## src/sv/gniw_pkg.sv

```systemverilog
`timescale 1ns / 1ps
package gniw_pkg;
    localparam int MAX_PIXELS  = 1024;
    localparam int COORD_BITS  = 16;
    localparam int IDX_W       = 11;
    localparam int ADDR_W      = $clog2(MAX_PIXELS);
    localparam int DIFF_W      = COORD_BITS + 1;
    localparam int SQ_W        = 2 * DIFF_W;
    localparam int DIST_W      = SQ_W + 1;
    localparam int TOL_W       = 16;
    localparam int CFG_ADDR_W  = 3;
    localparam int CFG_DATA_W  = 16;

    localparam logic [IDX_W-1:0] NO_NEIGHBOR = {IDX_W{1'b1}};

    typedef logic [1:0] dir_t;
    localparam dir_t DIR_UP    = 2'd0;
    localparam dir_t DIR_DOWN  = 2'd1;
    localparam dir_t DIR_LEFT  = 2'd2;
    localparam dir_t DIR_RIGHT = 2'd3;

    typedef logic [1:0] cmd_t;
    localparam cmd_t CMD_LOAD   = 2'd0;
    localparam cmd_t CMD_OFFSET = 2'd1;
    localparam cmd_t CMD_ALT_X  = 2'd2;
    localparam cmd_t CMD_ALT_Y  = 2'd3;

    localparam logic [CFG_ADDR_W-1:0] CFG_RECT_MODE = 3'd0;
    localparam logic [CFG_ADDR_W-1:0] CFG_PPR       = 3'd1;
    localparam logic [CFG_ADDR_W-1:0] CFG_PCOUNT    = 3'd2;
    localparam logic [CFG_ADDR_W-1:0] CFG_REVERSE   = 3'd3;
    localparam logic [CFG_ADDR_W-1:0] CFG_TOL       = 3'd4;

    // start/operands into the squarer
    typedef struct packed {
        logic              start;
        logic [DIFF_W-1:0] dx;
        logic [DIFF_W-1:0] dy;
    } sq_req_t;
endpackage

```

## src/sv/gniw_sqdist.sv

```systemverilog
`timescale 1ns / 1ps
module gniw_sqdist
    import gniw_pkg::*;
(
    input  logic              aclk,
    input  logic              aresetn,
    input  sq_req_t           req,
    output logic              done,
    output logic [DIST_W-1:0] sum
);
    localparam logic [1:0] PH_IDLE = 2'd0;
    localparam logic [1:0] PH_SQX  = 2'd1;
    localparam logic [1:0] PH_SQY  = 2'd2;
    localparam logic [1:0] PH_SUM  = 2'd3;

    logic [1:0]        phase_reg, phase_next;
    logic [DIFF_W-1:0] op_reg, dy_reg;
    logic [SQ_W-1:0]   prod_reg, acc_reg;
    logic [DIST_W-1:0] sum_reg;
    logic              done_reg, done_next;

    always_comb begin
        phase_next = phase_reg;
        done_next  = 1'b0;
        case (phase_reg)
            PH_IDLE: if (req.start) phase_next = PH_SQX;
            PH_SQX:  phase_next = PH_SQY;
            PH_SQY:  phase_next = PH_SUM;
            PH_SUM: begin
                phase_next = PH_IDLE;
                done_next  = 1'b1;
            end
            default: phase_next = PH_IDLE;
        endcase
    end

    always_ff @(posedge aclk) begin
        if (!aresetn) begin
            phase_reg <= PH_IDLE;
            done_reg  <= 1'b0;
        end else begin
            phase_reg <= phase_next;
            done_reg  <= done_next;
        end
        // one multiplier, used for dx then dy
        case (phase_reg)
            PH_IDLE: begin
                op_reg <= req.dx;
                dy_reg <= req.dy;
            end
            PH_SQX: begin
                prod_reg <= op_reg * op_reg;
                op_reg   <= dy_reg;
            end
            PH_SQY: begin
                acc_reg  <= prod_reg;
                prod_reg <= op_reg * op_reg;
            end
            PH_SUM:  sum_reg <= {1'b0, acc_reg} + {1'b0, prod_reg};
            default: ;
        endcase
    end

    assign done = done_reg;
    assign sum  = sum_reg;
endmodule

```

## config.mk

```make
export PLATFORM = sky130hd
export DESIGN_NAME = gniw_sqdist
export DESIGN_NICKNAME = d
export VERILOG_FILES = /design/src/sv/gniw_pkg.sv /design/src/sv/gniw_sqdist.sv
export SDC_FILE = /design/constraint.sdc
export NUM_CORES = 1
export LEC_CHECK = 0
export ABC_AREA = 0
export BUFFER_PORTS_ARGS = -buffer_cell sky130_fd_sc_hd__buf_2
export CORE_UTILIZATION = 55
export DETAILED_ROUTE_END_ITERATION = 10
export GPL_TIMING_DRIVEN = 1
export PLACE_DENSITY_LB_ADDON = 0.12
export SYNTH_ARGS = -nofsm -noshare
export SYNTH_HDL_FRONTEND = slang
export SYNTH_SLANG_ARGS = --single-unit
```

## constraint.sdc

```tcl
create_clock -name aclk -period 6.1 [get_ports aclk]
set_input_delay 1.22 -clock aclk [delete_from_list [all_inputs] [get_ports aclk]]
set_output_delay 1.22 -clock aclk [all_outputs]
set_load 0.02 [all_outputs]
```

==> flow_summary.toml <==
[run_status]
status = "complete, no violations"

[yosys]
yosys-top-cells-count = "inv_1 (293), fa_1 (192), ha_1 (144)"
synthMostInstantiatedCell = "inv_1"
synth_seq_cells = 138
netlist_instances = 1312
synth_area_mm2 = 0.0142
postSynthNetCount = 1685
synth.distinct_cells = 64
syn_avg_cell_area_um2 = 10.8
ys.warnings.count = 0
synth_area_leaders = "edfxtp_1 (29%), fa_1 (27%), ha_1 (13%)"
seq_area_frac_synth_pct = 28.9
synth_edf_count = 135
ys.flop_type = "edfxtp_1"
yosysTopAreaCell = "edfxtp_1"
synth_top_area_share_pct = 28.5
async_reset_ff_share_pct = 0

[floorplanning]
rows = 58
die_h_um = 163
initial_core_util_pct = 56.3
core_area_mm2 = 0.0253
ioPinCount = 73
dieArea_mm2 = 0.0265
die_x_um = 163

[layout]
synthToLayoutAreaGrowth_pct = 14.7
num_antenna_cells = 0
layout-drive-gt1-share_pct = 18.2
num-nets-final = 1820
final_util_pct = 64.6
largest_reg_flops = 35
nFillCells = 2006

[routing]
wl_per_cell_um = 14.5
viasPerCell = 5.05
antenna_left = 0
firstDrtPassIters = 4
vias = 9043
drt_iter0_drc = 497
wl_um = 25900
route.detailed.drc = 0

[timing]
finalCritPeriodShare_pct = 96.7
fin_ws_ns = 0.202
slew_violations = 0
finalSetupViolations = 0
fin_crit_ns = 5.90
max_freq_mhz = 170
tightest_slew_ns = 0.931
rsz0062_at_grt = "yes"
tns_ns = 0
hold_viol_final = 0
hold_ws_ns = 0.454
maxSlewHeadroom_pct = 37.9
fin_skew_ns = 0.0140

[job]
cap_violations = 0

[global_route]
grt_pass1_vias = 9675
antenna_found_initial = 0
overflow = 0
grt_start_max_net_pins = 37
grt_pass1_wl_um = 44700
grt_util_all_layers_pct = 21.1

[clocking]
cts_hold_buf = 0
cts_buffer_depth = 2
clock-root-buffer = "clkbuf_16"
numCtsBuffers = 17
worstSkewPairLatency_ns = 0.42
clkTransAtPathRegs_ns = 0.07
htree_levels = 4
cts_tree = "done"
clock-sinks = 138

[critical_path]
cp.depth = 22
critical_path.startpoint = "op_reg[8]"
worst-r2r-setup-slack_ns = 0.20
path_cells = "nand2_2 -> fa_1 -> inv_1 -> fa_1 -> inv_1 -> fa_1 -> inv_1 -> fa_2 -> fa_1 -> inv_1 -> fa_1 -> inv_1 -> ha_1 -> buf_4 -> nand2_1 -> o21ai_0 -> a221oi_2 -> o31ai_4 -> a21oi_4 -> o21ai_2 -> a311oi_2 -> xnor2_1"
timing.rr.end = "prod_reg[33]"
max_stage_delay_ns = 0.58
critPathTopFamily = "adder cells"
worst-r2r-cell-count = 22
arrival_ns = 6.06
crit_path_end_kind = "flip-flop"
cp_data_required_time_ns = 6.26
critPathMaxFanout = 5
critPathSlowestCell = "fa_1"
reg2reg_from = "op_reg[8]"
critPathLaunchType = "flip-flop"
path_class = "flip-flop to flip-flop"
crit_buf_inv = 6

[place]
place.detailed.hpwl_um = 21400
place.gp.congestion = 0.879
dp_slack_ns = -0.0144
numPortBuffers = 72

[worst_hold_path]
hold_class = "flip-flop to flip-flop"
min_to = "acc_reg[26]"
hp-start = "prod_reg[26]"
holdPathStages = 0
==> repair_timing <==
| item | CTS | global route |
|---|---|---|
| gates resized for setup | 1 | 63 |
| buffers inserted | 0 | 24 |
| pin swaps | 0 | 49 |
| endpoints found under the setup margin | 1 | 11 |
==> worst register-to-register path: stages (launching register included) <==
cell	delay, ns
edfxtp_1	0.50
nand2_2	0.09
fa_1	0.58
inv_1	0.07
fa_1	0.49
inv_1	0.06
fa_1	0.52
inv_1	0.05
fa_2	0.42
fa_1	0.49
inv_1	0.05
fa_1	0.47
inv_1	0.04
ha_1	0.30
buf_4	0.17
nand2_1	0.10
o21ai_0	0.15
a221oi_2	0.36
o31ai_4	0.16
a21oi_4	0.19
o21ai_2	0.09
a311oi_2	0.22
xnor2_1	0.09
==> how the worst max path moves through the flow <==
stage | endpoint | slack, ns
3_5_place_dp | prod_reg[31] | -0.01
2_1_floorplan | prod_reg[30] | 0.02
3_3_place_gp | prod_reg[31] | 0.07
4_1_cts | prod_reg[33] | 0.01
6_report | prod_reg[33] | 0.20
5_1_grt | prod_reg[33] | -0.12
==> layout make-up <==
class                   count  area, um2  share of cell area [%]
multi-input cells         849       9110                    55.8
flip-flops and latches    138       4110                    25.2
inverters                 293       1100                    6.74
repair buffers            148        973                    5.97
clock buffers              20        447                    2.74
well taps                 330        413                    2.53
clock inverters            12        164                    1.00
==> per-stage QoR <==
| step | instance area, um2 | cells |
|---|---|---|
| 4_1_cts | 15900 | 1768 |
| 3_5_place_dp | 15300 | 1736 |
| 6_report | 16300 | 1790 |
| 5_1_grt | 16300 | 1790 |
| 3_3_place_gp | 15300 | 1736 |
| 2_1_floorplan | 14200 | 1312 |
==> cell usage in the layout, fill, tap and decap left out, types with 13 or more instances in the layout <==
master     synthesis  layout
nand2_1          108      99
mux2_2            18      18
and2_1            64      59
buf_2              0      72
edfxtp_1         135     135
inv_1            293     292
o21ai_0           23      22
buf_4              0      66
clkbuf_16          0      17
ha_1             144     138
fa_1             192     183
xnor2_1           40      39
a21oi_1           49      42
a21o_1            20      20
nor2_1            26      25
nand3_1           13      13
xor2_1            26      26
==> metal layers <==
metal / track usage, % / wire, um
met5: 0 / 0
met2: 35.1 / 12200
met3: 2.98 / 889
met1: 29.0 / 12400
met4: 5.52 / 391
==> cells by family after synthesis <==
| logic type | count (synthesis) | share of synthesized area [%] |
|---|---|---|
| adders and majority gates | 336 | 39.7 |
| buffers and inverters | 325 | 8.82 |
| and+or+nand+nor | 261 | 9.08 |
| AOI/OAI and AO/OA | 167 | 7.91 |
| DFF | 138 | 28.9 |
| xor gates and xnor gates | 66 | 4.06 |
| muxes | 19 | 1.50 |
Power is left out: the tool's default activity adds up to more than one toggle a clock period on the data nets, which glitch-free logic cannot reach.
