==> config.mk <==
export PLATFORM = sky130hd
export DESIGN_NAME = gniw_colrem
export DESIGN_NICKNAME = d
export VERILOG_FILES = /design/src/sv/gniw_pkg.sv /design/src/sv/gniw_colrem.sv
export SDC_FILE = /design/constraint.sdc
export NUM_CORES = 1
export LEC_CHECK = 0
export BUFFER_PORTS_ARGS = -buffer_cell sky130_fd_sc_hd__buf_2
export CAP_MARGIN = 40
export CORE_MARGIN = 2
export CORE_UTILIZATION = 40
export DETAILED_ROUTE_END_ITERATION = 10
export HOLD_SLACK_MARGIN = 0.02
export RECOVER_POWER = 25
export SYNTH_ARGS = -nofsm -noshare
export SYNTH_HDL_FRONTEND = slang
export SYNTH_SLANG_ARGS = --single-unit
==> constraint.sdc <==
create_clock -name aclk -period 8.97 [get_ports aclk]
set_clock_uncertainty 0.15 [all_clocks]
set_input_delay 2.691 -clock aclk [delete_from_list [all_inputs] [get_ports aclk]]
set_output_delay 2.691 -clock aclk [all_outputs]
set_load 0.1 [all_outputs]
==> src/sv/gniw_pkg.sv <==
`timescale 1ns / 1ps
package gniw_pkg;
    localparam int MAX_PIXELS  = 1024;
    localparam int COORD_BITS  = 16;
    localparam int IDX_W       = 11;
    localparam int ADDR_W      = $clog2(MAX_PIXELS);
    localparam int DIFF_W      = COORD_BITS + 1;
    localparam int SQ_W        = 2 * DIFF_W;
    localparam int DIST_W      = SQ_W + 1;
    localparam int TOL_W       = 16;
    localparam int CFG_ADDR_W  = 3;
    localparam int CFG_DATA_W  = 16;

    localparam logic [IDX_W-1:0] NO_NEIGHBOR = {IDX_W{1'b1}};

    typedef logic [1:0] dir_t;
    localparam dir_t DIR_UP    = 2'd0;
    localparam dir_t DIR_DOWN  = 2'd1;
    localparam dir_t DIR_LEFT  = 2'd2;
    localparam dir_t DIR_RIGHT = 2'd3;

    typedef logic [1:0] cmd_t;
    localparam cmd_t CMD_LOAD   = 2'd0;
    localparam cmd_t CMD_OFFSET = 2'd1;
    localparam cmd_t CMD_ALT_X  = 2'd2;
    localparam cmd_t CMD_ALT_Y  = 2'd3;

    localparam logic [CFG_ADDR_W-1:0] CFG_RECT_MODE = 3'd0;
    localparam logic [CFG_ADDR_W-1:0] CFG_PPR       = 3'd1;
    localparam logic [CFG_ADDR_W-1:0] CFG_PCOUNT    = 3'd2;
    localparam logic [CFG_ADDR_W-1:0] CFG_REVERSE   = 3'd3;
    localparam logic [CFG_ADDR_W-1:0] CFG_TOL       = 3'd4;

    // start/operands into the squarer
    typedef struct packed {
        logic              start;
        logic [DIFF_W-1:0] dx;
        logic [DIFF_W-1:0] dy;
    } sq_req_t;
endpackage

==> src/sv/gniw_colrem.sv <==
`timescale 1ns / 1ps
module gniw_colrem
    import gniw_pkg::*;
(
    input  logic             aclk,
    input  logic             aresetn,
    input  logic             start,
    input  logic [IDX_W-1:0] dividend,
    input  logic [IDX_W-1:0] divisor,
    output logic             done,
    output logic [IDX_W-1:0] rem
);
    localparam int CNT_W = $clog2(IDX_W + 1);

    logic             busy_reg, busy_next;
    logic             done_reg, done_next;
    logic [CNT_W-1:0] cnt_reg, cnt_next;
    logic [IDX_W-1:0] dvd_reg;
    logic [IDX_W:0]   rem_reg, trial, rem_step;

    // restoring division, one quotient bit per cycle
    always_comb begin
        trial     = {rem_reg[IDX_W-1:0], dvd_reg[IDX_W-1]};
        rem_step  = (trial >= {1'b0, divisor}) ? trial - {1'b0, divisor} : trial;
        busy_next = busy_reg;
        done_next = 1'b0;
        cnt_next  = cnt_reg;
        if (busy_reg) begin
            cnt_next = cnt_reg - 1'b1;
            if (cnt_reg == CNT_W'(1)) begin
                busy_next = 1'b0;
                done_next = 1'b1;
            end
        end else if (start) begin
            busy_next = 1'b1;
            cnt_next  = CNT_W'(IDX_W);
        end
    end

    always_ff @(posedge aclk) begin
        if (!aresetn) begin
            busy_reg <= 1'b0;
            done_reg <= 1'b0;
            cnt_reg  <= '0;
        end else begin
            busy_reg <= busy_next;
            done_reg <= done_next;
            cnt_reg  <= cnt_next;
        end
        if (busy_reg) begin
            rem_reg <= rem_step;
            dvd_reg <= {dvd_reg[IDX_W-2:0], 1'b0};
        end else if (start) begin
            rem_reg <= '0;
            dvd_reg <= dividend;
        end
    end

    assign done = done_reg;
    assign rem  = rem_reg[IDX_W-1:0];
endmodule

==> results.py <==
metrics = {
    "outcome": {
        "status": "complete, but fails checks",
        "violations": "capacitance limit, slew limit",
    },
    "power": {
        "swShare_pct": 42.5,
        "pwr-share-seq_pct": 37.5,
        "power.internal_uw": 266,
        "clock_power_share_pct": 16.7,
        "p_switching_uw": 197,
        "peakVddDrop_mv": 0.0977,
        "p_leak_nw": 0.909,
        "power_frac_comb_pct": 45.8,
        "power_density_nw_per_um2": 226,
    },
    "synthesis": {
        "synth_edf_count": 21,
        "synth_area_leader_cell": "edfxtp_1",
        "synthDistinctLibCells": 39,
        "syn_inst": 176,
        "yosysSeqAreaShare_pct": 43.4,
        "synth_simple_gate_area_share_pct": 12.5,
        "syn_nets": 215,
        "synth_xor_xnor_area_share_pct": 2.96,
        "synthArstFlopShare_pct": 0,
        "ys_ff_latch": 28,
        "dominantRegCellSynth": "edfxtp_1",
        "yosys-mux-area-fraction_pct": 2.82,
        "synth_top_cell_area_share_pct": 35.5,
        "synth.avg_cell_area_um2": 10.1,
        "synth_area_um2": 1780,
        "yosys-top-cells-area": "edfxtp_1, ha_1, dfxtp_1",
        "ys_warn_count": 0,
        "synth_adder_area_share_pct": 10.3,
        "synth_compound_area_share_pct": 23.0,
        "synth_top_family_by_area": "compound AO/OA/AOI/OAI gates",
    },
    "route": {
        "via_per_inst": 5.19,
        "drt_iter0_drc": 70,
        "drc": 0,
        "ant_nets": 0,
        "vias": 1364,
        "wl_per_cell_um": 12.5,
        "drt_wl_total_um": 3280,
        "drt-pass1-iter-count": 4,
    },
    "worst_hold_path": {
        "hold_depth": 2,
        "hold_class": "reg2reg",
        "hold_end": "dvd_reg[0]",
        "min_from": "dvd_reg[0]",
    },
    "global_route": {
        "grt-ovfl-total": 0,
        "antenna_found_initial": 0,
        "first_global_vias": 1285,
        "grt_max_degree": 29,
        "grt.total_usage_pct": 13.6,
        "grt_pass1_wl_um": 5610,
    },
    "critical_path": {
        "critPathSlowestCell": "a41oi_4",
        "rrSetupSlack_ns": 6.09,
        "rr_endpoint": "rem_reg[9]",
        "worstRegToRegCells": 9,
        "regToRegStartpoint": "dvd_reg[10]",
        "crit_type": "in2reg",
        "critical_path_buf_inv_count": 1,
        "crit_path_start_kind": "primary input",
        "cp-end-kind": "flop",
        "cp_slowest_stage_delay_ns": 0.56,
        "cp_top_family": "compound AO/OA/AOI/OAI gates",
        "required_ns": 8.92,
        "cp_max_fo": 15,
        "path_cells": "buf_2, ha_1, fa_1, nand2b_2, a21oi_2, o2111ai_2, a41oi_4, nand2_1, o32ai_1",
        "cp.arrival_ns": 4.96,
    },
    "sta": {
        "grt_setup_unrepaired": "false",
        "period_minus_slack_ns": 5.01,
        "max_freq_mhz": 200,
        "tightest_slew_ns": 1.66,
        "post-route-period-util_pct": 55.8,
        "max-slew-margin-rel_pct": -10.5,
        "final_hold_viol_count": 0,
        "slew_violations": 26,
        "tns_ns": 0,
        "setup_viol": 0,
    },
    "die": {
        "initial_core_util_pct": 41.1,
        "die-area_um2": 4990,
        "core_area_um2": 4320,
        "rows": 24,
        "die_height_um": 70.6,
        "die_w_um": 70.6,
        "io_pins": 37,
    },
    "flow_run": {
        "maxCapViolations": 1,
    },
    "clocking": {
        "cts_sinks": 28,
        "clk_pin_slew_ns": 0.09,
        "cts_tree": "yes",
        "cts_max_level": 1,
        "numCtsBuffers": 3,
        "cts_resized": 0,
        "cts_hold_buffers": 0,
        "cts_buffer_depth": 2,
        "root_buffer": "clkbuf_8",
        "cts_setup_buffers": 0,
        "clk_latency_ns": 0.27,
    },
    "placed_design": {
        "routabilityCongestion": 0.809,
        "hpwl_um": 2440,
        "port-buffer-count": 36,
        "dp_cells": 259,
    },
    "final_layout": {
        "nNetsFinal": 251,
        "drive_gt1_share_pct": 22.3,
        "syn_to_final_growth_pct": 15.3,
        "multi_input_area_um2": 916,
        "seq_area_um2": 771,
        "finalNonFillerCells": 263,
        "final_cell_mix": "buf_2, nor2_1, edfxtp_1, nand2_1, inv_1",
        "final_common_cell": "buf_2",
        "antenna_cells": 0,
        "num-fill-cells": 434,
    },
}
metrics by stage:
step           instance area (µm²)  total power [mW]  utilization (%)  hold slack [ns]  setup slack [ns]
3_5_place_dp                  2000             0.389             46.2            0.348              3.65
4_1_cts                       2050             0.469             47.4            0.372              3.94
5_1_grt                       2050             0.492             47.4            0.417              3.79
6_report                      2050             0.463             47.4            0.364              3.96
3_3_place_gp                  2000             0.391             46.2            0.339              3.71
2_1_floorplan                 1780             0.357                -            0.311              4.04
synth_stat cells (all sizes together), types with 2 or more instances:
library cell and n:
a21oi 9, nor2 21, clkbuf 3, edfxtp 21, o22ai 3, o21a 3
nand4 2, inv 15, mux2i 5, nand2b 3, o31ai 2, a211oi 3
nor3 2, ha 13, a22o 10, dfxtp 7, o21bai 2, xnor2 5
nand2 16, o211a 2, o21ai 10, buf 3, nor2b 3
worst max-delay path by stage:
stage	to	slack [ns]	cells after the start	from
after floorplan	rem_reg[4]	4.04	9	divisor[0]
after global placement	rem_reg[10]	3.71	9	divisor[0]
after detailed placement	rem_reg[9]	3.65	9	divisor[0]
after CTS	rem_reg[9]	3.94	9	divisor[0]
after global routing	rem_reg[9]	3.79	9	divisor[0]
final	rem_reg[9]	3.96	9	divisor[0]
per-layer routing:
layer | global-route usage, % | share of wire (%) | vias to the layer above
met5 | 0 | 0 | -
met4 | 4.82 | 0.58 | 0
met3 | 2.42 | 4.7 | 2
met2 | 22.2 | 45 | 31
met1 | 18.3 | 50 | 618
li1 | - | - | 713
layout make-up:
| cell class | instances | area share (%) |
|---|---|---|
| multi-input combinational | 127 | 44.7 |
| sequential | 28 | 37.6 |
| timing repair buffer | 37 | 9.04 |
| tap | 52 | 3.18 |
| inverter | 15 | 2.75 |
| clock buffer | 4 | 2.69 |
tightest hold or removal path, delay by kind of cell, from the launching register on:
family | cells | cell delay (ns)
mux | 1 | 0.07
simple gates | 1 | 0.07
flops | 1 | 0.34
power by group through the flow:
stage | clock network [mW] | logic [mW] | registers [mW]
detailed placement | 0 | 0.213 | 0.176
global route | 0.0842 | 0.231 | 0.177
global placement | 0 | 0.214 | 0.177
floorplan | 0 | 0.117 | 0.240
CTS | 0.0810 | 0.214 | 0.174
finish | 0.0776 | 0.212 | 0.174
kinds of logic (layout without fill, tap and decap cells):
group | count (synthesis) | in the layout
compound gates | 52 | 52
xor+xnor | 6 | 6
fa+ha+maj | 14 | 14
buf+inv | 21 | 56
flops | 28 | 28
mux | 5 | 5
simple gates | 50 | 50
Power figures use the tool's default switching activity.
